$ cat src/hsov_pkg.sv
// Shared types, constants and SHA-1 round functions for the OTP verifier.
package hsov_pkg;

  localparam int unsigned VALUE_W    = 64;
  localparam int unsigned CODE_W     = 20;
  localparam int unsigned BIN_W      = 31;
  localparam int unsigned KEY_HIGH_W = 16;
  localparam int unsigned CFG_DATA_W = 64;
  localparam int unsigned CFG_IDX_W  = 1;

  localparam logic [CFG_IDX_W-1:0] CFG_KEY_HIGH = 1'b0;
  localparam logic [CFG_IDX_W-1:0] CFG_KEY_LOW  = 1'b1;

  // request mode: moving value is a counter or Unix seconds
  typedef enum logic {OP_COUNTER = 1'b0, OP_TIME = 1'b1} op_t;

  localparam logic [7:0] IPAD_BYTE = 8'h36;
  localparam logic [7:0] OPAD_BYTE = 8'h5c;
  localparam logic [7:0] MSG_END   = 8'h80;

  // Message lengths in bits, pad block included.
  localparam logic [63:0] INNER_LEN_BITS = 64'd576;
  localparam logic [63:0] OUTER_LEN_BITS = 64'd672;

  localparam int unsigned TIME_STEP = 30;
  localparam int unsigned REM_W     = 5;
  localparam int unsigned DIV_BITS  = 4;
  localparam int unsigned DIV_CELLS = VALUE_W / DIV_BITS;

  localparam int unsigned MOD_STEPS = 2;
  localparam int unsigned MOD_CELLS = 32 / MOD_STEPS;

  localparam int unsigned SHA_ROUNDS = 80;
  localparam logic [6:0]  LAST_ROUND = 7'd79;
  localparam longint unsigned CODE_LIMIT = 64'd1 << CODE_W;

  typedef struct packed {
    logic [31:0] a;
    logic [31:0] b;
    logic [31:0] c;
    logic [31:0] d;
    logic [31:0] e;
  } sha_state_t;

  typedef logic [15:0][31:0] win_t;

  typedef struct packed {
    logic               op;
    logic [VALUE_W-1:0] value;
    logic [VALUE_W-1:0] work;   // dividend bits out at the top, quotient bits in at the bottom
    logic [REM_W-1:0]   rem;
    logic [CODE_W-1:0]  cand;
  } div_item_t;

  typedef struct packed {
    sha_state_t        state;
    win_t              win;
    logic [CODE_W-1:0] cand;
  } sha_item_t;

  typedef struct packed {
    logic [BIN_W-1:0]  r;
    logic [CODE_W-1:0] cand;
  } mod_item_t;

  typedef struct packed {
    logic              code_valid;
    logic [CODE_W-1:0] computed_code;
  } result_t;

  typedef struct packed {
    logic       busy;
    sha_state_t ipad_h;
    sha_state_t opad_h;
  } pad_state_t;

  localparam sha_state_t SHA_H0 = '{
    a: 32'h67452301, b: 32'hefcdab89, c: 32'h98badcfe, d: 32'h10325476, e: 32'hc3d2e1f0
  };

  function automatic sha_state_t sha_round(input sha_state_t s, input logic [31:0] w,
                                           input logic [6:0] idx);
    logic [31:0] f;
    logic [31:0] k;
    sha_state_t  r;
    if (idx < 7'd20) begin
      f = (s.b & s.c) | (~s.b & s.d);
      k = 32'h5a827999;
    end else if (idx < 7'd40) begin
      f = s.b ^ s.c ^ s.d;
      k = 32'h6ed9eba1;
    end else if (idx < 7'd60) begin
      f = (s.b & s.c) | (s.b & s.d) | (s.c & s.d);
      k = 32'h8f1bbcdc;
    end else begin
      f = s.b ^ s.c ^ s.d;
      k = 32'hca62c1d6;
    end
    r.a = {s.a[26:0], s.a[31:27]} + f + s.e + k + w;
    r.b = s.a;
    r.c = {s.b[1:0], s.b[31:2]};
    r.d = s.c;
    r.e = s.d;
    return r;
  endfunction

  // Slide the 16-word schedule window by one word; element 0 is the current word.
  function automatic win_t sha_next_win(input win_t w);
    win_t        n;
    logic [31:0] x;
    for (int k = 0; k < 15; k++) begin
      n[k] = w[k+1];
    end
    x = w[13] ^ w[8] ^ w[2] ^ w[0];
    n[15] = {x[30:0], x[31]};
    return n;
  endfunction

  function automatic win_t blk_to_window(input logic [511:0] blk);
    win_t w;
    for (int k = 0; k < 16; k++) begin
      w[k] = blk[511-32*k -: 32];
    end
    return w;
  endfunction

  function automatic sha_state_t sha_add(input sha_state_t h, input sha_state_t s);
    sha_state_t r;
    r.a = h.a + s.a;
    r.b = h.b + s.b;
    r.c = h.c + s.c;
    r.d = h.d + s.d;
    r.e = h.e + s.e;
    return r;
  endfunction

endpackage

$ cat src/hsov_sha_cell.sv
// One SHA-1 round cell: state plus schedule window, one round per cycle while en is high.
module hsov_sha_cell #(
  parameter int unsigned ROUND = 0
) (
  input  logic                clk,
  input  logic                rst_n,
  input  logic                en,
  input  logic                in_valid,
  input  hsov_pkg::sha_item_t in_item,
  output logic                out_valid,
  output hsov_pkg::sha_item_t out_item
);
  import hsov_pkg::*;

  logic      valid_r;
  sha_item_t item_r;
  sha_item_t item_nxt;

  always_comb begin
    item_nxt.state = sha_round(in_item.state, in_item.win[0], 7'(ROUND));
    item_nxt.win   = sha_next_win(in_item.win);
    item_nxt.cand  = in_item.cand;
  end

  always_ff @(posedge clk) begin
    if (!rst_n) begin
      valid_r <= 1'b0;
    end else if (en) begin
      valid_r <= in_valid;
    end
  end

  always_ff @(posedge clk) begin
    if (en) begin
      item_r <= item_nxt;
    end
  end

  assign out_valid = valid_r;
  assign out_item  = item_r;

endmodule

$ cat config.mk
export PLATFORM = sky130hd
export DESIGN_NAME = hsov_sha_cell
export DESIGN_NICKNAME = d
export VERILOG_FILES = /design/src/hsov_pkg.sv /design/src/hsov_sha_cell.sv
export SDC_FILE = /design/constraint.sdc
export NUM_CORES = 1
export LEC_CHECK = 0
export ABC_AREA = 1
export BUFFER_PORTS_ARGS = -buffer_cell sky130_fd_sc_hd__buf_2
export CAP_MARGIN = 40
export CORE_AREA = 8 8 529 531
export DETAILED_ROUTE_END_ITERATION = 10
export DIE_AREA = 0 0 537 539
export SLEW_MARGIN = 20
export SYNTH_ARGS = -nofsm -noshare
export SYNTH_HDL_FRONTEND = slang
export SYNTH_SLANG_ARGS = --single-unit
$ cat constraint.sdc
create_clock -name clk -period 4.1 [get_ports clk]
set_input_delay 0.205 -clock clk [delete_from_list [all_inputs] [get_ports clk]]
set_output_delay 0.205 -clock clk [all_outputs]
set_load 0.05 [all_outputs]
# Word level (Yosys, flattened, before mapping)

Cells that the tools add are included.

Bits in registers: 693
Logic and storage cells: 34

Add/sub/neg operators: 4
Bitwise gates (word level): 7

Operator list:

| operator               | count |
|---|---|
| $add 32x32->32         | 3 |
| $xor 32x32->32         | 3 |
| $and 32x32->32         | 2 |
| $add 32x31->32 const B | 1 |
| $not 32->32            | 1 |
| $or 32x32->32          | 1 |

# Logic depth before layout (Yosys ltp)

Depth in word-level cells: 7
Gate-level depth with buffers: 18

# Least setup slack after synthesis

Ideal clock, no wire load.

Path kind: input-to-reg
Start point: input in_item[21] in the netlist's numbering
End point: register item_r, in the netlist out_item[689] (data pin)
Setup slack: 1040 ps
Arrival: 2808 ps
Buffers on the path: 0
Stages: 16
Data required time: 3848 ps
Cell sequence: inv_1 -> fa_1 -> fa_1 -> inv_1 -> ha_1 -> ha_1 -> inv_1 -> fa_1 -> inv_1 -> nand3_1 -> nand3_1 -> nand3_1 -> nand3_2 -> nand2_1 -> nand3_1 -> nand2_1

RTL lines:

| item                 | line                | source |
|---|---|---|
| start, declared      | hsov_sha_cell.sv:9  | `input hsov_pkg::sha_item_t in_item,` |
| end signal, assigned | hsov_sha_cell.sv:35 | `item_r <= item_nxt;` |
| end, declared        | hsov_sha_cell.sv:16 | `sha_item_t item_r;` |

==> out/metrics.csv <==
metric,value,unit
Sink Count,693,
FF-to-FF path depth,3,
Rows,192,
Yosys warning total,0,
Leakage,20.5,nW
Crit Path Class,in -> reg,
vias per inst,3.07,
CP most frequent cell,nand2_1,
setup TNS,0,ps
Slew Limit Headroom,44.1,%
Clock transition at path regs,60,ps
synthesis-stage register bit count,693,
IO Port Bufs,1388,
Worst VDD drop,312,uV
final setup margin,600,ps
"FFs w/ async S/R, synth",0,%
cell count after synthesis,1597,
Die Area,289000,um2
first-pass GRT wire length,259000,um
Post-Syn Nets,2417,
number of synthesized flops with an enable pin,692,
crit path max-delay cell type,dlygate4sd3_1,
final wirelength,206000,um
IO Pins,1389,
# nets final,4605,
worst path bufs/invs,5,
total track usage,13.6,%
Clock Tree Buf Depth,4,
layout cells sized above 1,42.5,%
RSZ-0062 raised after global routing,false,
Worst R2R Start,out_valid,
Min Hold Slack,120,ps
Netlist cell types,27,
hold path depth,2,
Die Span Y,539,um
largest net degree at the start of global routing,105,
Tightest Pin Transition,838,ps
Worst path max stage delay,610,ps
synthesized area per cell,16.7,um2
HP Start,in_item[376],
pre-CTS worst setup slack,326,ps
CTS Hold Bufs,665,
hold crit path type,in -> reg,
status,finished clean,
fmax,286,MHz
total CTS buffers,99,
Worst Setup Start Kind,input port,
Hold EP,out_item[344],
Main synth FF type,edfxtp_1,
most frequent cells after synthesis,"692 x edfxtp_1, 277 x inv_1, 219 x nand2_1",
CTS resizes,0,
Post-route DRC,0,
DRT Pass-1 Iters,5,
Area Overhead vs Synth,81.5,%
worst reg2reg setup slack,2890,ps
Routed WL per cell,27.5,um
Crit. End Element,register,
gpl congestion,0.980,
"Clk Latency, worst-skew pair",790,ps
family with the most delay on the worst path,adder cells,
via count,23100,
Setup Buffers After CTS,0,
H-tree levels,3,
initial antenna violation count,118,
Horiz. Die Dim,537,um
Post-DRT Antenna Nets,0,
total chip power,0.0259,W
Final Hold Fails,0,
Setup Skew,0,ps
post-synthesis sequential area ratio,77.8,%
FF-to-FF End,out_valid,
CP cell instances,dlygate4sd3_1 > buf_2 > inv_1 > fa_1 > inv_1 > fa_1 > fa_1 > ha_1 > nand2_1 > inv_1 > nand2_1 > nor3_1 > and2_1 > nand2_1 > nand3_1 > nand2_1,
DR iter-0 viols,1653,
Starting Density,9.83,%
Max-cap violations,0,
power density over the cells,534,nW/um2
GRT overflow,0,
most common cell in the netlist,edfxtp_1,
"Max FO, Critical Path",5,
fin crit share,85.4,%
Post-Syn Area,26700,um2
core area,272000,um2
"Req. time, crit path",4640,ps
Max Slew Vio Count,0,
CTS tree,built,
top cell type's share of synthesized area,77.7,%
Yosys top cell by area,edfxtp_1,
final core occ,17.8,%
vias in the first global route,24700,
Synth area leaders,"edfxtp_1 78%, fa_1 4.6%, inv_1 3.9%",
Post-DP HPWL,177000,um
CTS root buf,clkbuf_16,
Final setup viols,0,
min Tclk post-route,3500,ps
Worst EP arrival,4040,ps
-- layout make-up --
type                       instances  area [um2]
clock buffer                     117        2570
antenna                           57         143
fill                           29800      223000
timing repair buffer            2087       14000
clock inverter                    57         626
inverter                         288        1080
multi-input combinational        616        4860
tap                             3589        4490
sequential                       693       20800
-- flip-flops by register name, indices dropped and copies added (netlist names) --
name	count
out_item	692
out_valid	1
-- power by group --
part	switching (W)	internal [W]
clock network	0.00355	0.00512
logic	0.00612	0.00214
registers	0.000257	0.00872
total	0.00992	0.0160
-- metal layers --
| metal | routed length [um] | global-route usage (%) | up-vias |
|---|---|---|---|
| met5 | 300 | 0 | - |
| met4 | 5800 | 3.32 | 44 |
| met3 | 31100 | 8.22 | 308 |
| met2 | 90000 | 21.3 | 1511 |
| met1 | 79100 | 15.6 | 11300 |
| li1 | - | - | 9921 |
-- cell usage in the layout, fill, tap and decap left out, types with 20 or more instances in the layout --
| master | count |
|---|---|
| buf_4 | 27 |
| dlygate4sd3_1 | 665 |
| ha_1 | 63 |
| buf_2 | 1387 |
| edfxtp_1 | 692 |
| nand2_1 | 219 |
| clkbuf_16 | 100 |
| xor2_1 | 46 |
| nand2_2 | 21 |
| xnor2_1 | 65 |
| nor2_1 | 35 |
| nand3_1 | 22 |
| fa_1 | 61 |
| mux2_2 | 22 |
| a21oi_1 | 20 |
| diode_2 | 57 |
| inv_1 | 277 |
-- cells by family after synthesis --
family / share of synthesized area, %
XOR/XNOR: 3.64
AO/OA/AOI/OAI: 0.566
adder cells (fa/ha/maj): 7.52
flip-flops: 77.8
multiplexers: 1.26
buffers and inverters: 4.04
AND/OR/NAND/NOR: 5.18
-- worst max path at each step --
stage	cells after the start	end	slack, ps	start
global route	19	out_item[691]	450	in_item[36]
detailed placement	18	out_item[685]	330	in_item[21]
CTS	19	out_item[685]	670	in_item[21]
finish	16	out_item[686]	600	in_item[42]
global placement	15	out_item[679]	330	in_item[36]
floorplan	16	out_item[689]	1040	in_item[21]
-- metrics by stage --
step                      cells  cell area [um2]
final                      7504            48500
after global routing       7492            48500
after CTS                  7447            48400
after detailed placement   6608            38500
after global placement     6608            38500
after floorplan            1597            26700
Note: power is estimated with default switching activity, not from simulation.
