## src/hsov_pkg.sv

```systemverilog
// Shared types, constants and SHA-1 round functions for the OTP verifier.
package hsov_pkg;

  localparam int unsigned VALUE_W    = 64;
  localparam int unsigned CODE_W     = 20;
  localparam int unsigned BIN_W      = 31;
  localparam int unsigned KEY_HIGH_W = 16;
  localparam int unsigned CFG_DATA_W = 64;
  localparam int unsigned CFG_IDX_W  = 1;

  localparam logic [CFG_IDX_W-1:0] CFG_KEY_HIGH = 1'b0;
  localparam logic [CFG_IDX_W-1:0] CFG_KEY_LOW  = 1'b1;

  // request mode: moving value is a counter or Unix seconds
  typedef enum logic {OP_COUNTER = 1'b0, OP_TIME = 1'b1} op_t;

  localparam logic [7:0] IPAD_BYTE = 8'h36;
  localparam logic [7:0] OPAD_BYTE = 8'h5c;
  localparam logic [7:0] MSG_END   = 8'h80;

  // Message lengths in bits, pad block included.
  localparam logic [63:0] INNER_LEN_BITS = 64'd576;
  localparam logic [63:0] OUTER_LEN_BITS = 64'd672;

  localparam int unsigned TIME_STEP = 30;
  localparam int unsigned REM_W     = 5;
  localparam int unsigned DIV_BITS  = 4;
  localparam int unsigned DIV_CELLS = VALUE_W / DIV_BITS;

  localparam int unsigned MOD_STEPS = 2;
  localparam int unsigned MOD_CELLS = 32 / MOD_STEPS;

  localparam int unsigned SHA_ROUNDS = 80;
  localparam logic [6:0]  LAST_ROUND = 7'd79;
  localparam longint unsigned CODE_LIMIT = 64'd1 << CODE_W;

  typedef struct packed {
    logic [31:0] a;
    logic [31:0] b;
    logic [31:0] c;
    logic [31:0] d;
    logic [31:0] e;
  } sha_state_t;

  typedef logic [15:0][31:0] win_t;

  typedef struct packed {
    logic               op;
    logic [VALUE_W-1:0] value;
    logic [VALUE_W-1:0] work;   // dividend bits out at the top, quotient bits in at the bottom
    logic [REM_W-1:0]   rem;
    logic [CODE_W-1:0]  cand;
  } div_item_t;

  typedef struct packed {
    sha_state_t        state;
    win_t              win;
    logic [CODE_W-1:0] cand;
  } sha_item_t;

  typedef struct packed {
    logic [BIN_W-1:0]  r;
    logic [CODE_W-1:0] cand;
  } mod_item_t;

  typedef struct packed {
    logic              code_valid;
    logic [CODE_W-1:0] computed_code;
  } result_t;

  typedef struct packed {
    logic       busy;
    sha_state_t ipad_h;
    sha_state_t opad_h;
  } pad_state_t;

  localparam sha_state_t SHA_H0 = '{
    a: 32'h67452301, b: 32'hefcdab89, c: 32'h98badcfe, d: 32'h10325476, e: 32'hc3d2e1f0
  };

  function automatic sha_state_t sha_round(input sha_state_t s, input logic [31:0] w,
                                           input logic [6:0] idx);
    logic [31:0] f;
    logic [31:0] k;
    sha_state_t  r;
    if (idx < 7'd20) begin
      f = (s.b & s.c) | (~s.b & s.d);
      k = 32'h5a827999;
    end else if (idx < 7'd40) begin
      f = s.b ^ s.c ^ s.d;
      k = 32'h6ed9eba1;
    end else if (idx < 7'd60) begin
      f = (s.b & s.c) | (s.b & s.d) | (s.c & s.d);
      k = 32'h8f1bbcdc;
    end else begin
      f = s.b ^ s.c ^ s.d;
      k = 32'hca62c1d6;
    end
    r.a = {s.a[26:0], s.a[31:27]} + f + s.e + k + w;
    r.b = s.a;
    r.c = {s.b[1:0], s.b[31:2]};
    r.d = s.c;
    r.e = s.d;
    return r;
  endfunction

  // Slide the 16-word schedule window by one word; element 0 is the current word.
  function automatic win_t sha_next_win(input win_t w);
    win_t        n;
    logic [31:0] x;
    for (int k = 0; k < 15; k++) begin
      n[k] = w[k+1];
    end
    x = w[13] ^ w[8] ^ w[2] ^ w[0];
    n[15] = {x[30:0], x[31]};
    return n;
  endfunction

  function automatic win_t blk_to_window(input logic [511:0] blk);
    win_t w;
    for (int k = 0; k < 16; k++) begin
      w[k] = blk[511-32*k -: 32];
    end
    return w;
  endfunction

  function automatic sha_state_t sha_add(input sha_state_t h, input sha_state_t s);
    sha_state_t r;
    r.a = h.a + s.a;
    r.b = h.b + s.b;
    r.c = h.c + s.c;
    r.d = h.d + s.d;
    r.e = h.e + s.e;
    return r;
  endfunction

endpackage

```

## src/hsov_div_cell.sv

```systemverilog
// Divide-by-30 cell: four quotient bits per cycle while en is high, restoring.
module hsov_div_cell (
  input  logic                clk,
  input  logic                rst_n,
  input  logic                en,
  input  logic                in_valid,
  input  hsov_pkg::div_item_t in_item,
  output logic                out_valid,
  output hsov_pkg::div_item_t out_item
);
  import hsov_pkg::*;

  logic      valid_r;
  div_item_t item_r;
  div_item_t item_nxt;

  always_comb begin
    logic [REM_W:0] t;
    item_nxt = in_item;
    for (int j = 0; j < DIV_BITS; j++) begin
      t = {item_nxt.rem, item_nxt.work[VALUE_W-1]};
      if (t >= (REM_W+1)'(TIME_STEP)) begin
        item_nxt.rem  = REM_W'(t - (REM_W+1)'(TIME_STEP));
        item_nxt.work = {item_nxt.work[VALUE_W-2:0], 1'b1};
      end else begin
        item_nxt.rem  = t[REM_W-1:0];
        item_nxt.work = {item_nxt.work[VALUE_W-2:0], 1'b0};
      end
    end
  end

  always_ff @(posedge clk) begin
    if (!rst_n) begin
      valid_r <= 1'b0;
    end else if (en) begin
      valid_r <= in_valid;
    end
  end

  always_ff @(posedge clk) begin
    if (en) begin
      item_r <= item_nxt;
    end
  end

  assign out_valid = valid_r;
  assign out_item  = item_r;

endmodule

```

## config.mk

```make
export PLATFORM = sky130hd
export DESIGN_NAME = hsov_div_cell
export DESIGN_NICKNAME = d
export VERILOG_FILES = /design/src/hsov_pkg.sv /design/src/hsov_div_cell.sv
export SDC_FILE = /design/constraint.sdc
export NUM_CORES = 1
export LEC_CHECK = 0
export BUFFER_PORTS_ARGS = -buffer_cell sky130_fd_sc_hd__buf_4
export CAP_MARGIN = 0
export CORE_AREA = 2 2 120 122
export CTS_CLUSTER_DIAMETER = 80
export DETAILED_ROUTE_END_ITERATION = 8
export DIE_AREA = 0 0 122 124
export PLACE_DENSITY = 0.83
export SKIP_CTS_REPAIR_TIMING = 1
export SYNTH_ARGS = -nofsm -noshare
export SYNTH_HDL_FRONTEND = slang
export SYNTH_SLANG_ARGS = --single-unit
```

## constraint.sdc

```tcl
create_clock -name clk -period 5.3 [get_ports clk]
set_input_delay 1.06 -clock clk [delete_from_list [all_inputs] [get_ports clk]]
set_output_delay 1.06 -clock clk [all_outputs]
set_load 0.1 [all_outputs]
```

# Yosys cells after proc, flatten, opt, wreduce, memory -nomap -nowiden
# Cells that the tools add are included.
dict set report word_totals {
  wordCells 18
  ff_bits 155
  out_inout_bits 155
  input_bits 158
}
dict set report op_classes {
  n_lt_le_gt_ge 4
  mux 4
  add_sub_neg 4
}
# op count
set ops {}
lappend ops {{>= comparator 6 x 5 -> 1 bit, second input constant} 4}
lappend ops {{two-way mux 6 bit} 4}
lappend ops {{subtractor 5 bit, second input constant} 4}

# Longest topological paths before layout
dict set report logic_depth {
  ltp_word 8
  mapped_depth 12
}

# Worst setup path before layout
# OpenSTA, ideal clock, no wires.
dict set report synth_timing {
  path_type {input to register}
  from {input port in_item[20] in the netlist's numbering}
  to {register item_r (netlist bit out_item[21]) (data pin)}
  arrival_ps 3350
  path_slack_ps 1696
  setup_ps 254
  n_path_buf 1
  cell_stages 12
  path_cell_list {buf_4 nor2b_1 a21o_1 ha_1 inv_1 a21o_1 a311o_1 or2_4 nor2b_4 mux2_4 a21boi_1 a21o_1}
}
# item line_no
set synth_rtl {}
lappend synth_rtl {{from (decl)} hsov_div_cell.sv:7} ;# input hsov_pkg::div_item_t in_item,
lappend synth_rtl {{to (signal assigned)} hsov_div_cell.sv:42} ;# item_r <= item_nxt;
lappend synth_rtl {{to (decl)} hsov_div_cell.sv:14} ;# div_item_t item_r;

==> impl_metrics.tcl <==
set metrics [dict create \
    synth_ff_type "edfxtp_1" \
    fin_skew_ns 0 \
    antenna_found_initial 0 \
    num_io_pins 313 \
    die_h_um 124 \
    dp_hpwl_um 12100 \
    reg2reg_slack_ns 4.71 \
    areaGrowthSynthToFinish_pct 57.2 \
    finalInstanceArea_sq_mm 0.00843 \
    hold_path.class "flip-flop to flip-flop" \
    clk_pin_slew_ns 0.06 \
    cts_buffers 17 \
    nets 744 \
    gr-usage-all-layers_pct 18.9 \
    ys_warn_count 0 \
    viasPerCell 4.71 \
    critPathLaunchType "input port" \
    clockBufferDepth 2 \
    ys_top_cells_by_area "edfxtp_1 86%, ha_1 0.93%, mux2i_1 0.75%" \
    setup_viol 0 \
    rr_startpoint "out_valid" \
    clock-root-buffer "clkbuf_16" \
    status "finished clean" \
    tritoncts "yes" \
    drv_cap 0 \
    die_w_um 122 \
    synth_common_cells "154 x edfxtp_1, 10 x nand2_1, 8 x nor2_1" \
    route.detailed.drc 0 \
    yosysMostFrequentCell "edfxtp_1" \
    hp-start "out_valid" \
    worst-path-max-fanout 10 \
    diodes 0 \
    fin_hold_ws_ns 0.523 \
    synth.distinct_cells 50 \
    globalRouteOverflowTotal 0 \
    p_per_area_mw_per_mm2 433 \
    fin_tns_setup_ns 0 \
    fillCellCount 1056 \
    wl_um 15400 \
    dr.pass1.iters 4 \
    grt_pass1_wl_um 20300 \
    drtIter0Drc 251 \
    drt.antenna.violating_nets 0 \
    synth-seq-area-share_pct 86.6 \
    vias 3648 \
    h-tree-depth 4 \
    path_class "input port to flip-flop" \
    multi_input_area_sq_um 669 \
    finalMaxSlewViolations 0 \
    clock_sinks 155 \
    syn_avg_cell_area_sq_um 21.2 \
    period_share_pct 63.8 \
    synth_area_leader_cell "edfxtp_1" \
    rows 43 \
    netlist_area_sq_mm 0.00536 \
    peakVddDrop_v 0.000211 \
    finalHoldViolCount 0 \
    rr_endpoint "out_valid" \
    worstHoldEndpoint "out_valid" \
    finalCriticalPeriod_ns 3.38 \
    synthArstFlopShare_pct 0 \
    yosys_register_bits 155 \
    gp_congestion 0.837 \
    core_area_sq_mm 0.0137 \
    wl_per_cell_um 19.9 \
    crit_arrival_ns 3.52 \
    post_dp_cell_area_sq_mm 0.00792 \
    ff_latch_area_sq_mm 0.00464 \
    whs_path_depth 2 \
    rsz0062_at_grt "no" \
    synth_top_area_share_pct 86.3 \
    synth_nets 415 \
    worst_pin_slew_ns 0.696 \
    max_freq_ghz 0.296 \
    maxSlewHeadroom_pct 53.6 \
    start_util_pct 39.1 \
    numPlacedInstances 743 \
    p_leak_nw 3.58 \
    dieArea_sq_mm 0.0151 \
    synth-edff-count 154 \
    drive_gt1_share_pct 59.6 \
    clk_latency_ns 0.40 \
    numPortBuffers 312 \
    cp.required_ns 5.44 \
    grt_pass1_vias 3614 \
    crit_path_end_kind "flip-flop" \
    layout.cells.non_filler 774 \
    ff2ff_path_depth 2 \
    grt_max_degree 78 \
    syn_inst 253 \
]
==> critical path, cell delays in order <==
cell and delay (ns):
buf_4 0.15, ha_1 0.30, and4b_1 0.23, nor3_2 0.26, and2_4 0.20, mux2i_2 0.50
o211ai_1 0.15, o21ai_1 0.17, ha_1 0.29, mux2i_1 0.15, a41oi_1 0.06
==> per-stage QoR <==
| step | power, W | worst slack (ns) | util (%) |
|---|---|---|---|
| after floorplan | 0.00232 | 1.70 | - |
| after global placement | 0.00261 | 1.60 | 57.7 |
| after detailed placement | 0.00262 | 1.51 | 57.7 |
| after CTS | 0.00367 | 1.95 | 61.4 |
| after global routing | 0.00376 | 1.74 | 61.4 |
| final | 0.00365 | 1.92 | 61.4 |
==> logic make-up after synthesis <==
group | count (synthesis) | synth area share (%)
AOI/OAI and AO/OA | 26 | 3.83
and+or+nand+nor | 49 | 5.42
xor gates and xnor gates | 2 | 0.327
DFF | 155 | 86.6
muxes | 9 | 1.98
buffers and inverters | 8 | 0.863
adders and majority gates | 4 | 0.934
==> layout make-up <==
type	count	share of cell area [%]
clock inverter	11	0.876
inverter	4	0.178
multi-input combinational	90	7.94
sequential	155	55.1
clock buffer	20	5.18
tap	180	2.67
timing repair buffer	314	28.0
==> worst max-delay path by stage <==
stage                            from           end  slack, ns  cells past startpoint
final                     in_item[20]  out_item[22]       1.92                     11
after global routing      in_item[20]  out_item[22]       1.74                     11
after CTS                 in_item[20]  out_item[22]       1.95                     11
after detailed placement  in_item[20]  out_item[22]       1.51                     11
after global placement    in_item[20]  out_item[21]       1.60                     12
after floorplan           in_item[20]  out_item[21]       1.70                     12
==> routing by layer <==
layer	share of wire (%)	global-route usage, %	up-vias
met5	0	0	-
met2	55	34.3	191
met3	8.2	6.18	14
met4	1.2	6.54	0
li1	-	-	1664
met1	35	20.9	1779
==> cell usage in the layout (no fill, tap or decap), types with 2 or more instances in the layout <==
cell type	netlist	final
clkinv_1	0	2
ha_1	4	4
mux2_4	2	2
nor2b_1	4	4
a21boi_1	2	2
nand2_1	10	10
a211oi_1	2	2
mux2i_1	4	4
nand3_1	3	3
mux2_2	2	2
and2_1	3	3
nand2b_1	2	2
clkinv_2	0	3
nor3_1	2	2
clkbuf_1	0	3
or2_1	3	3
nor3_2	3	3
o21ai_0	3	3
buf_4	2	313
edfxtp_1	154	154
nand4_1	2	2
clkinvlp_4	0	3
a21o_1	5	5
clkbuf_16	0	17
nor2_1	8	8
inv_1	4	4
==> where the power goes <==
group	total [W]	internal (W)	switching, W
Combinational	0.00110	0.000233	0.000866
Clock	0.00105	0.000594	0.000455
Sequential	0.00150	0.00146	0.0000323
==> registers in the layout, indices dropped and copies added, names as in the netlist <==
register,cells
out_item,154
out_valid,1
No activity file was read; power rests on OpenSTA's default activity.
