$ cat config.mk
export PLATFORM = sky130hd
export DESIGN_NAME = hsov_key_engine
export DESIGN_NICKNAME = d
export VERILOG_FILES = /design/src/hsov_pkg.sv /design/src/hsov_key_engine.sv
export SDC_FILE = /design/constraint.sdc
export NUM_CORES = 2
export LEC_CHECK = 0
export BUFFER_PORTS_ARGS = -buffer_cell sky130_fd_sc_hd__buf_2
export CAP_MARGIN = 10
export CELL_PAD_IN_SITES_DETAIL_PLACEMENT = 0
export CELL_PAD_IN_SITES_GLOBAL_PLACEMENT = 1
export CORE_MARGIN = 2
export CORE_UTILIZATION = 44
export DETAILED_ROUTE_END_ITERATION = 12
export MAX_ROUTING_LAYER = met4
export PLACE_DENSITY = 0.77
export SLEW_MARGIN = 20
export SYNTH_ARGS = -nofsm -noshare
export SYNTH_HDL_FRONTEND = slang
export SYNTH_SLANG_ARGS = --single-unit
$ cat constraint.sdc
create_clock -name clk -period 151.3 [get_ports clk]
set_input_delay 0 -clock clk [delete_from_list [all_inputs] [get_ports clk]]
set_output_delay 0 -clock clk [all_outputs]
set_load 0.02 [all_outputs]
$ cat src/hsov_pkg.sv
// Shared types, constants and SHA-1 round functions for the OTP verifier.
package hsov_pkg;

  localparam int unsigned VALUE_W    = 64;
  localparam int unsigned CODE_W     = 20;
  localparam int unsigned BIN_W      = 31;
  localparam int unsigned KEY_HIGH_W = 16;
  localparam int unsigned CFG_DATA_W = 64;
  localparam int unsigned CFG_IDX_W  = 1;

  localparam logic [CFG_IDX_W-1:0] CFG_KEY_HIGH = 1'b0;
  localparam logic [CFG_IDX_W-1:0] CFG_KEY_LOW  = 1'b1;

  // request mode: moving value is a counter or Unix seconds
  typedef enum logic {OP_COUNTER = 1'b0, OP_TIME = 1'b1} op_t;

  localparam logic [7:0] IPAD_BYTE = 8'h36;
  localparam logic [7:0] OPAD_BYTE = 8'h5c;
  localparam logic [7:0] MSG_END   = 8'h80;

  // Message lengths in bits, pad block included.
  localparam logic [63:0] INNER_LEN_BITS = 64'd576;
  localparam logic [63:0] OUTER_LEN_BITS = 64'd672;

  localparam int unsigned TIME_STEP = 30;
  localparam int unsigned REM_W     = 5;
  localparam int unsigned DIV_BITS  = 4;
  localparam int unsigned DIV_CELLS = VALUE_W / DIV_BITS;

  localparam int unsigned MOD_STEPS = 2;
  localparam int unsigned MOD_CELLS = 32 / MOD_STEPS;

  localparam int unsigned SHA_ROUNDS = 80;
  localparam logic [6:0]  LAST_ROUND = 7'd79;
  localparam longint unsigned CODE_LIMIT = 64'd1 << CODE_W;

  typedef struct packed {
    logic [31:0] a;
    logic [31:0] b;
    logic [31:0] c;
    logic [31:0] d;
    logic [31:0] e;
  } sha_state_t;

  typedef logic [15:0][31:0] win_t;

  typedef struct packed {
    logic               op;
    logic [VALUE_W-1:0] value;
    logic [VALUE_W-1:0] work;   // dividend bits out at the top, quotient bits in at the bottom
    logic [REM_W-1:0]   rem;
    logic [CODE_W-1:0]  cand;
  } div_item_t;

  typedef struct packed {
    sha_state_t        state;
    win_t              win;
    logic [CODE_W-1:0] cand;
  } sha_item_t;

  typedef struct packed {
    logic [BIN_W-1:0]  r;
    logic [CODE_W-1:0] cand;
  } mod_item_t;

  typedef struct packed {
    logic              code_valid;
    logic [CODE_W-1:0] computed_code;
  } result_t;

  typedef struct packed {
    logic       busy;
    sha_state_t ipad_h;
    sha_state_t opad_h;
  } pad_state_t;

  localparam sha_state_t SHA_H0 = '{
    a: 32'h67452301, b: 32'hefcdab89, c: 32'h98badcfe, d: 32'h10325476, e: 32'hc3d2e1f0
  };

  function automatic sha_state_t sha_round(input sha_state_t s, input logic [31:0] w,
                                           input logic [6:0] idx);
    logic [31:0] f;
    logic [31:0] k;
    sha_state_t  r;
    if (idx < 7'd20) begin
      f = (s.b & s.c) | (~s.b & s.d);
      k = 32'h5a827999;
    end else if (idx < 7'd40) begin
      f = s.b ^ s.c ^ s.d;
      k = 32'h6ed9eba1;
    end else if (idx < 7'd60) begin
      f = (s.b & s.c) | (s.b & s.d) | (s.c & s.d);
      k = 32'h8f1bbcdc;
    end else begin
      f = s.b ^ s.c ^ s.d;
      k = 32'hca62c1d6;
    end
    r.a = {s.a[26:0], s.a[31:27]} + f + s.e + k + w;
    r.b = s.a;
    r.c = {s.b[1:0], s.b[31:2]};
    r.d = s.c;
    r.e = s.d;
    return r;
  endfunction

  // Slide the 16-word schedule window by one word; element 0 is the current word.
  function automatic win_t sha_next_win(input win_t w);
    win_t        n;
    logic [31:0] x;
    for (int k = 0; k < 15; k++) begin
      n[k] = w[k+1];
    end
    x = w[13] ^ w[8] ^ w[2] ^ w[0];
    n[15] = {x[30:0], x[31]};
    return n;
  endfunction

  function automatic win_t blk_to_window(input logic [511:0] blk);
    win_t w;
    for (int k = 0; k < 16; k++) begin
      w[k] = blk[511-32*k -: 32];
    end
    return w;
  endfunction

  function automatic sha_state_t sha_add(input sha_state_t h, input sha_state_t s);
    sha_state_t r;
    r.a = h.a + s.a;
    r.b = h.b + s.b;
    r.c = h.c + s.c;
    r.d = h.d + s.d;
    r.e = h.e + s.e;
    return r;
  endfunction

endpackage

$ cat src/hsov_key_engine.sv
// Key registers and iterative hashing of the ipad and opad blocks.
module hsov_key_engine (
  input  logic                                clk,
  input  logic                                rst_n,
  input  logic                                cfg_we,
  input  logic [hsov_pkg::CFG_IDX_W-1:0]      cfg_index,
  input  logic [hsov_pkg::CFG_DATA_W-1:0]     cfg_data,
  output hsov_pkg::pad_state_t                pad
);
  import hsov_pkg::*;

  typedef enum logic [1:0] {ST_LOAD, ST_IPAD, ST_OPAD, ST_READY} state_t;

  state_t                  state_r;
  logic [KEY_HIGH_W-1:0]   key_high_r;
  logic [VALUE_W-1:0]      key_low_r;
  logic [6:0]              round_r;
  sha_state_t              s_r;
  win_t                    w_r;
  sha_state_t              ipad_h_r;
  sha_state_t              opad_h_r;
  sha_state_t              s_step;

  function automatic logic [511:0] pad_block(input logic [KEY_HIGH_W-1:0] kh,
                                             input logic [VALUE_W-1:0] kl,
                                             input logic [7:0] pad_byte);
    return {kh, kl, 432'b0} ^ {64{pad_byte}};
  endfunction

  assign s_step = sha_round(s_r, w_r[0], round_r);

  always_ff @(posedge clk) begin
    if (!rst_n) begin
      state_r    <= ST_LOAD;
      key_high_r <= '0;
      key_low_r  <= '0;
      round_r    <= '0;
    end else if (cfg_we) begin
      // a key write restarts both pad hashes
      unique case (cfg_index)
        CFG_KEY_HIGH: key_high_r <= cfg_data[KEY_HIGH_W-1:0];
        CFG_KEY_LOW:  key_low_r  <= cfg_data;
        default:      key_low_r  <= key_low_r;
      endcase
      state_r <= ST_LOAD;
    end else begin
      unique case (state_r)
        ST_LOAD: begin
          s_r     <= SHA_H0;
          w_r     <= blk_to_window(pad_block(key_high_r, key_low_r, IPAD_BYTE));
          round_r <= '0;
          state_r <= ST_IPAD;
        end
        ST_IPAD: begin
          if (round_r == LAST_ROUND) begin
            ipad_h_r <= sha_add(SHA_H0, s_step);
            s_r      <= SHA_H0;
            w_r      <= blk_to_window(pad_block(key_high_r, key_low_r, OPAD_BYTE));
            round_r  <= '0;
            state_r  <= ST_OPAD;
          end else begin
            s_r     <= s_step;
            w_r     <= sha_next_win(w_r);
            round_r <= round_r + 7'd1;
          end
        end
        ST_OPAD: begin
          if (round_r == LAST_ROUND) begin
            opad_h_r <= sha_add(SHA_H0, s_step);
            round_r  <= '0;
            state_r  <= ST_READY;
          end else begin
            s_r     <= s_step;
            w_r     <= sha_next_win(w_r);
            round_r <= round_r + 7'd1;
          end
        end
        ST_READY: begin
          round_r <= '0;
        end
        default: begin
          state_r <= ST_LOAD;
        end
      endcase
    end
  end

  assign pad.busy   = (state_r != ST_READY);
  assign pad.ipad_h = ipad_h_r;
  assign pad.opad_h = opad_h_r;

endmodule

# After elaboration in Yosys (flattened, before gate mapping)

Index checks and enable logic that the tools add are counted.

Add/sub/neg operators: 10
Magnitude comparators: 3
Equality and inequality tests: 8
Muxes and demuxes: 17
Bitwise logic cells: 18
Reduce and logical (&&, ||, !) cells: 11

Operators by type and width:

| cell                                                                          | number |
|---|---|
| 512-bit case mux with 3 select lines                                          | 1 |
| 512-bit two-way mux                                                           | 2 |
| 256-bit NOT                                                                   | 2 |
| 160-bit case mux with 3 select lines                                          | 1 |
| 160-bit two-way mux                                                           | 2 |
| 32-bit two-way mux                                                            | 5 |
| 32-bit bitwise XOR                                                            | 5 |
| 32-bit adder                                                                  | 4 |
| 32-bit AND                                                                    | 4 |
| 32-bit adder (first input constant)                                           | 3 |
| 32-bit bitwise OR                                                             | 3 |
| 29-bit by 32-bit adder with 32-bit output (first input constant)              | 1 |
| 31-bit by 32-bit adder with 32-bit output (first input constant)              | 1 |
| 32-bit NOT                                                                    | 1 |
| 31-bit two-way mux                                                            | 1 |
| 7-bit by 6-bit less-than comparator with 1-bit output (second input constant) | 2 |
| 7-bit case mux with 2 select lines                                            | 1 |
| 4-bit AND reduction                                                           | 3 |
| 2-bit inequality test (second input constant)                                 | 4 |
| 7-bit by 1-bit adder with 7-bit output (second input constant)                | 1 |
| 7-bit equality test (second input constant)                                   | 1 |
| 7-bit by 5-bit less-than comparator with 1-bit output (second input constant) | 1 |
| 7-bit two-way mux                                                             | 1 |
| 2-bit case mux with 3 select lines                                            | 1 |
| 9 further kinds                                                               | 16 |

Bits in registers: 1,081
Input bits: 68
Output and inout bits: 321
Word-level logic and storage cells: 102

# Longest topological paths before layout

Word-level depth: 12
Mapped depth: 25
Depth with buffers taken out: 23

# Least setup slack after synthesis

OpenSTA, ideal clock, no wires.

Kind: reg2reg
Start: register round_r[0]
End: register s_r[0] in the netlist's numbering (enable)
Setup time: 2.702 ns
Arrival: 49.357 ns
Data required time: 148.598 ns
Setup slack: 99.241 ns
Cell stages (with the launch flop): 5
Buffers on the path: 0
Period minus slack after synthesis: 52.059 ns
Cells stage by stage: dfxtp_1 -> ha_1 -> nand2_1 -> nor4_1 -> a211oi_1

Word-level cells in the longest chain between the ends: 3

Ends and longest elaborated chain:

| item                            | RTL line              | text |
|---|---|---|
| start, declared                 | hsov_key_engine.sv:17 | `logic [6:0] round_r;` |
| start signal, assigned          | hsov_key_engine.sv:64 | `round_r <= round_r + 7'd1;` |
| start signal, assigned          | hsov_key_engine.sv:75 | `round_r <= round_r + 7'd1;` |
| 7-bit equality test             | hsov_key_engine.sv:68 | `if (round_r == LAST_ROUND) begin` |
| 2-bit inequality test (no line) | n/a                   |  |
| 4-bit AND reduction (no line)   | n/a                   |  |
| end signal, assigned            | hsov_key_engine.sv:62 | `s_r <= s_step;` |
| end signal, assigned            | hsov_key_engine.sv:73 | `s_r <= s_step;` |
| end, declared                   | hsov_key_engine.sv:18 | `sha_state_t s_r;` |

Every way passes these cells.
A chain may end at the register's enable or synchronous reset.

# Final worst setup path

Start: register round_r[4]
End: register ipad_h_r, in the netlist pad[319], data pin

Word-level cells in the longest chain between the ends: 9
Elaborated cells between the ends (all ways): 14
Those cells by class: add/sub (5); order compare (3); mux (6)

Ends and longest elaborated chain:

| item                                                  | RTL line              | text |
|---|---|---|
| 7-bit by 6-bit less-than comparator with 1-bit output | hsov_pkg.sv:92        | `end else if (idx < 7'd60) begin` |
| 32-bit two-way mux                                    | hsov_pkg.sv:92        |  |
| 32-bit two-way mux                                    | hsov_pkg.sv:89        | `end else if (idx < 7'd40) begin` |
| 32-bit two-way mux                                    | hsov_pkg.sv:86        | `if (idx < 7'd20) begin` |
| 32-bit adder (2 in a row)                             | hsov_pkg.sv:99        | `r.a = {s.a[26:0], s.a[31:27]} + f + s.e + k + w;` |
| 32-bit adder (*) (2 in a row)                         | hsov_pkg.sv:99        |  |
| 31-bit by 32-bit adder with 32-bit output (*)         | hsov_pkg.sv:129       | `r.a = h.a + s.a;` |
| end signal, assigned                                  | hsov_key_engine.sv:56 | `ipad_h_r <= sha_add(SHA_H0, s_step);` |
| end, declared                                         | hsov_key_engine.sv:20 | `sha_state_t ipad_h_r;` |

Every way passes the cells marked *; elsewhere a longest branch is shown, timed or not.

==> metrics.md <==
| Metric | Value |
|---|---|
| Setup violators final | `0` |
| Gr ovfl total | `0` |
| Post-Synth Simple-Gate Area | `0.126` |
| Crit path DAT | `8.60 ns` |
| Port bufs | `388` |
| Clk sinks | `1081` |
| Die height | `roughly 330 um` |
| H-tree level count | `3` |
| CP Max Fanout | `22` |
| Vias in the first global route | `about 29000` |
| Clock root buffer | `clkbuf_16` |
| Sum Neg Setup Slack | `0 ns` |
| Yosys cell types | `85` |
| Place WS | `approximately 140 ns` |
| Number of max-cap violations | `0` |
| Worst rel slew slack | `0.173` |
| Critical Path End Type | `flip-flop` |
| PnR Total Power | `roughly 0.83 mW` |
| Post-synth top flop | `edfxtp_1` |
| Post-Syn Nets | `between 4000 and 5000` |
| Hold_ws | `between 0.07 and 0.08 ns` |
| DR iter-0 viols | `2865` |
| First-pass GRT wire length | `roughly 190000 um` |
| Post-CTS Resized | `0` |
| Total CTS buffers | `approximately 110` |
| Syn Std Cell Area | `about 48000 um2` |
| Count leader, synth | `edfxtp_1` |
| All-layer global routing usage | `0.230` |
| Share of cells above drive strength 1 | `0.151` |
| Total iterations of the first detailed-routing run | `5` |
| Initial Utilization | `0.445` |
| Area after DPL | `51100 um2` |
| Area Overhead vs Synth | `16.7%` |
| Die Area | `about 110000 um2` |
| Xor and xnor area share after synthesis | `0.0493` |
| Fin. Hold Viols | `0` |
| Synth top area cells | `edfxtp_1 62%, nand2_1 6.4%, fa_1 5.0%` |
| Pleak | `between 20 and 25 nW` |
| Clk buf depth | `3` |
| FF+latch count, synth | `~1100` |
| Placement Rows | `120` |
| Final worst-path setup slack | `roughly 140 ns` |
| Largest family of logic cells by synthesized area | `simple AND/OR/NAND/NOR gates` |
| Worst-Skew Late Latency | `~0.7 ns` |
| Worst Max-Slew Pin Slew | `1.24 ns` |
| Sequential area share after synthesis | `0.660` |
| Top-area cell type share of the netlist area | `0.623` |
| Crit path launch type | `flip-flop` |
| Synth Instances | `3786` |
| YS warnings | `0` |
| RD Place Congestion | `0.906` |
| Async SR Flop Fraction | `0` |
| Maximum vdd drop | `0.0000108 V` |
| Adder-cell share of the synthesized area | `0.0626` |
| Chip width | `about 330 um` |
| Setup Buffers After CTS | `0` |
| Hold WC Path Type | `input pin to flip-flop` |
| CTS tree | `yes` |
| Critical Path RT | `151.73 ns` |
| CTS Hold Buffers Added | `90` |
| Final core area utilization | `0.520` |
| Largest net degree at the start of global routing | `around 210` |
| Via density | `around 5.3` |
| Initial antenna violation count | `4` |
| EDFF count, synth | `992` |
| Period utilisation layout | `0.0540` |
| Finished Cell Area | `roughly 56000 um2` |
| Non-Filler Instances | `around 5700` |
| Post-synthesis compound-gate area fraction | `0.0686` |
| CORE AREA | `around 110000 um2` |
| Antenna Nets Post-Route | `0` |
| DP HPWL | `84200 um` |
| Fin nets | `4452` |
| Worst-path clk slew | `approximately 0.06 ns` |
| F_max | `approximately 120 MHz` |
| Clock skew | `0.0262 ns` |
| Status | `completed` |
| Synth area leader | `edfxtp_1` |
| Slew Viols, Final | `0` |
| Critical path type | `flip-flop to flip-flop` |
| IO Count | `just under 400` |
| Synth cell count leaders | `992 x edfxtp_1, 813 x nand2_1, 353 x nor2_1, 177 x clkbuf_1, 173 x xnor2_1` |
| DRT Wirelength | `~130000 um` |
| DR vias | `between 30000 and 40000` |
| Multiplexer share of the synthesized area | `0.00607` |
| Dpl cells | `5417` |
| Drt wl/cell | `22.0 um` |
| DRC | `0` |
| Cell Pwr Density | `around 15 nW/um2` |
| Final worst path period need | `8.17 ns` |
| Syn avg cell area | `between 10 and 15 um2` |
| RSZ-0062 raised after global routing | `no` |
==> layout make-up <==
type	count	area (um2)
diodes	4	10.0
repair buffers	513	3140
flip-flops and latches	1081	31600
clock buffers	129	2930
inverters	141	529
multi-input cells	2369	15100
fillers	9271	51600
well taps	1403	1760
clock inverters	80	815
==> layout by cell type, fill, tap and decap left out, types with 13 or more instances in the layout <==
cell           netlist  final
nand2b_1            14     13
a22o_1              21     21
buf_4                1     31
xnor2_1            173    173
edfxtp_1           992    992
mux2i_1             29     29
and3_1             164    164
nand3_1             16     16
a21boi_0            82     82
a221oi_1            32     32
xor2_1              94     94
clkbuf_16            0    112
clkinv_1             1     29
o21ai_0             88     88
ha_1                47     46
bufinv_16            0     14
inv_1              139    139
dlygate4sd3_1        0     90
fa_1               120    120
a21oi_1            124    123
buf_2                4    388
clkinv_2             0     17
nand2_1            813    809
nor2_1             353    347
dfxtp_1             89     89
==> routing by layer <==
layer | share of wire | track usage
met4 | 0.030 | 0.0714
met1 | 0.41 | 0.291
met3 | 0.064 | 0.0430
met5 | 0 | -
met2 | 0.50 | 0.377
==> flip-flops by register name (all words and copies together) (netlist names) <==
| name | count |
|---|---|
| key_high_r | 16 |
| key_low_r | 64 |
| pad | 320 |
| state_r | 2 |
| w_r | 512 |
| round_r | 7 |
| s_r | 160 |
==> path summary, 6_finish.rpt <==
kind | start | endpoint | slack (ns) | cells past startpoint
setup / recovery | round_r[4] | pad[319] | 143.13 | 22
hold / removal | cfg_data[45] | key_low_r[45] | 0.07 | 4
setup reg to reg | round_r[4] | pad[319] | 143.13 | 22
hold reg to reg | key_high_r[4] | key_high_r[4] | 0.46 | 2
==> critical path, cell delays in order, from the launching register on <==
cell,delay (ns)
dfxtp_1,0.44
nand4_1,0.15
nand2b_1,0.25
inv_1,0.21
nand2_1,0.77
inv_1,0.62
nor2_2,0.24
clkinv_1,0.59
o221a_2,0.50
fa_1,0.54
inv_1,0.05
fa_1,0.50
inv_1,0.06
fa_1,0.46
a211oi_2,0.36
o211ai_2,0.19
a31oi_4,0.37
o22ai_1,0.16
a311oi_1,0.57
o2111a_1,0.31
a21boi_2,0.24
o211ai_1,0.12
xor2_1,0.17
==> power by group <==
part	total, mW	leakage (nW)	internal (mW)	switching (mW)
clock network	0.281	1.82	0.163	0.118
registers	0.366	9.66	0.356	0.00967
logic	0.186	8.85	0.0658	0.121
==> kinds of logic after synthesis <==
| logic type | Yosys count |
|---|---|
| AO/OA/AOI/OAI | 475 |
| XOR/XNOR | 268 |
| adder cells (fa/ha/maj) | 167 |
| buffers and inverters | 336 |
| flip-flops | 1081 |
| multiplexers | 29 |
| AND/OR/NAND/NOR | 1430 |
No activity file was read; power rests on OpenSTA's default activity.
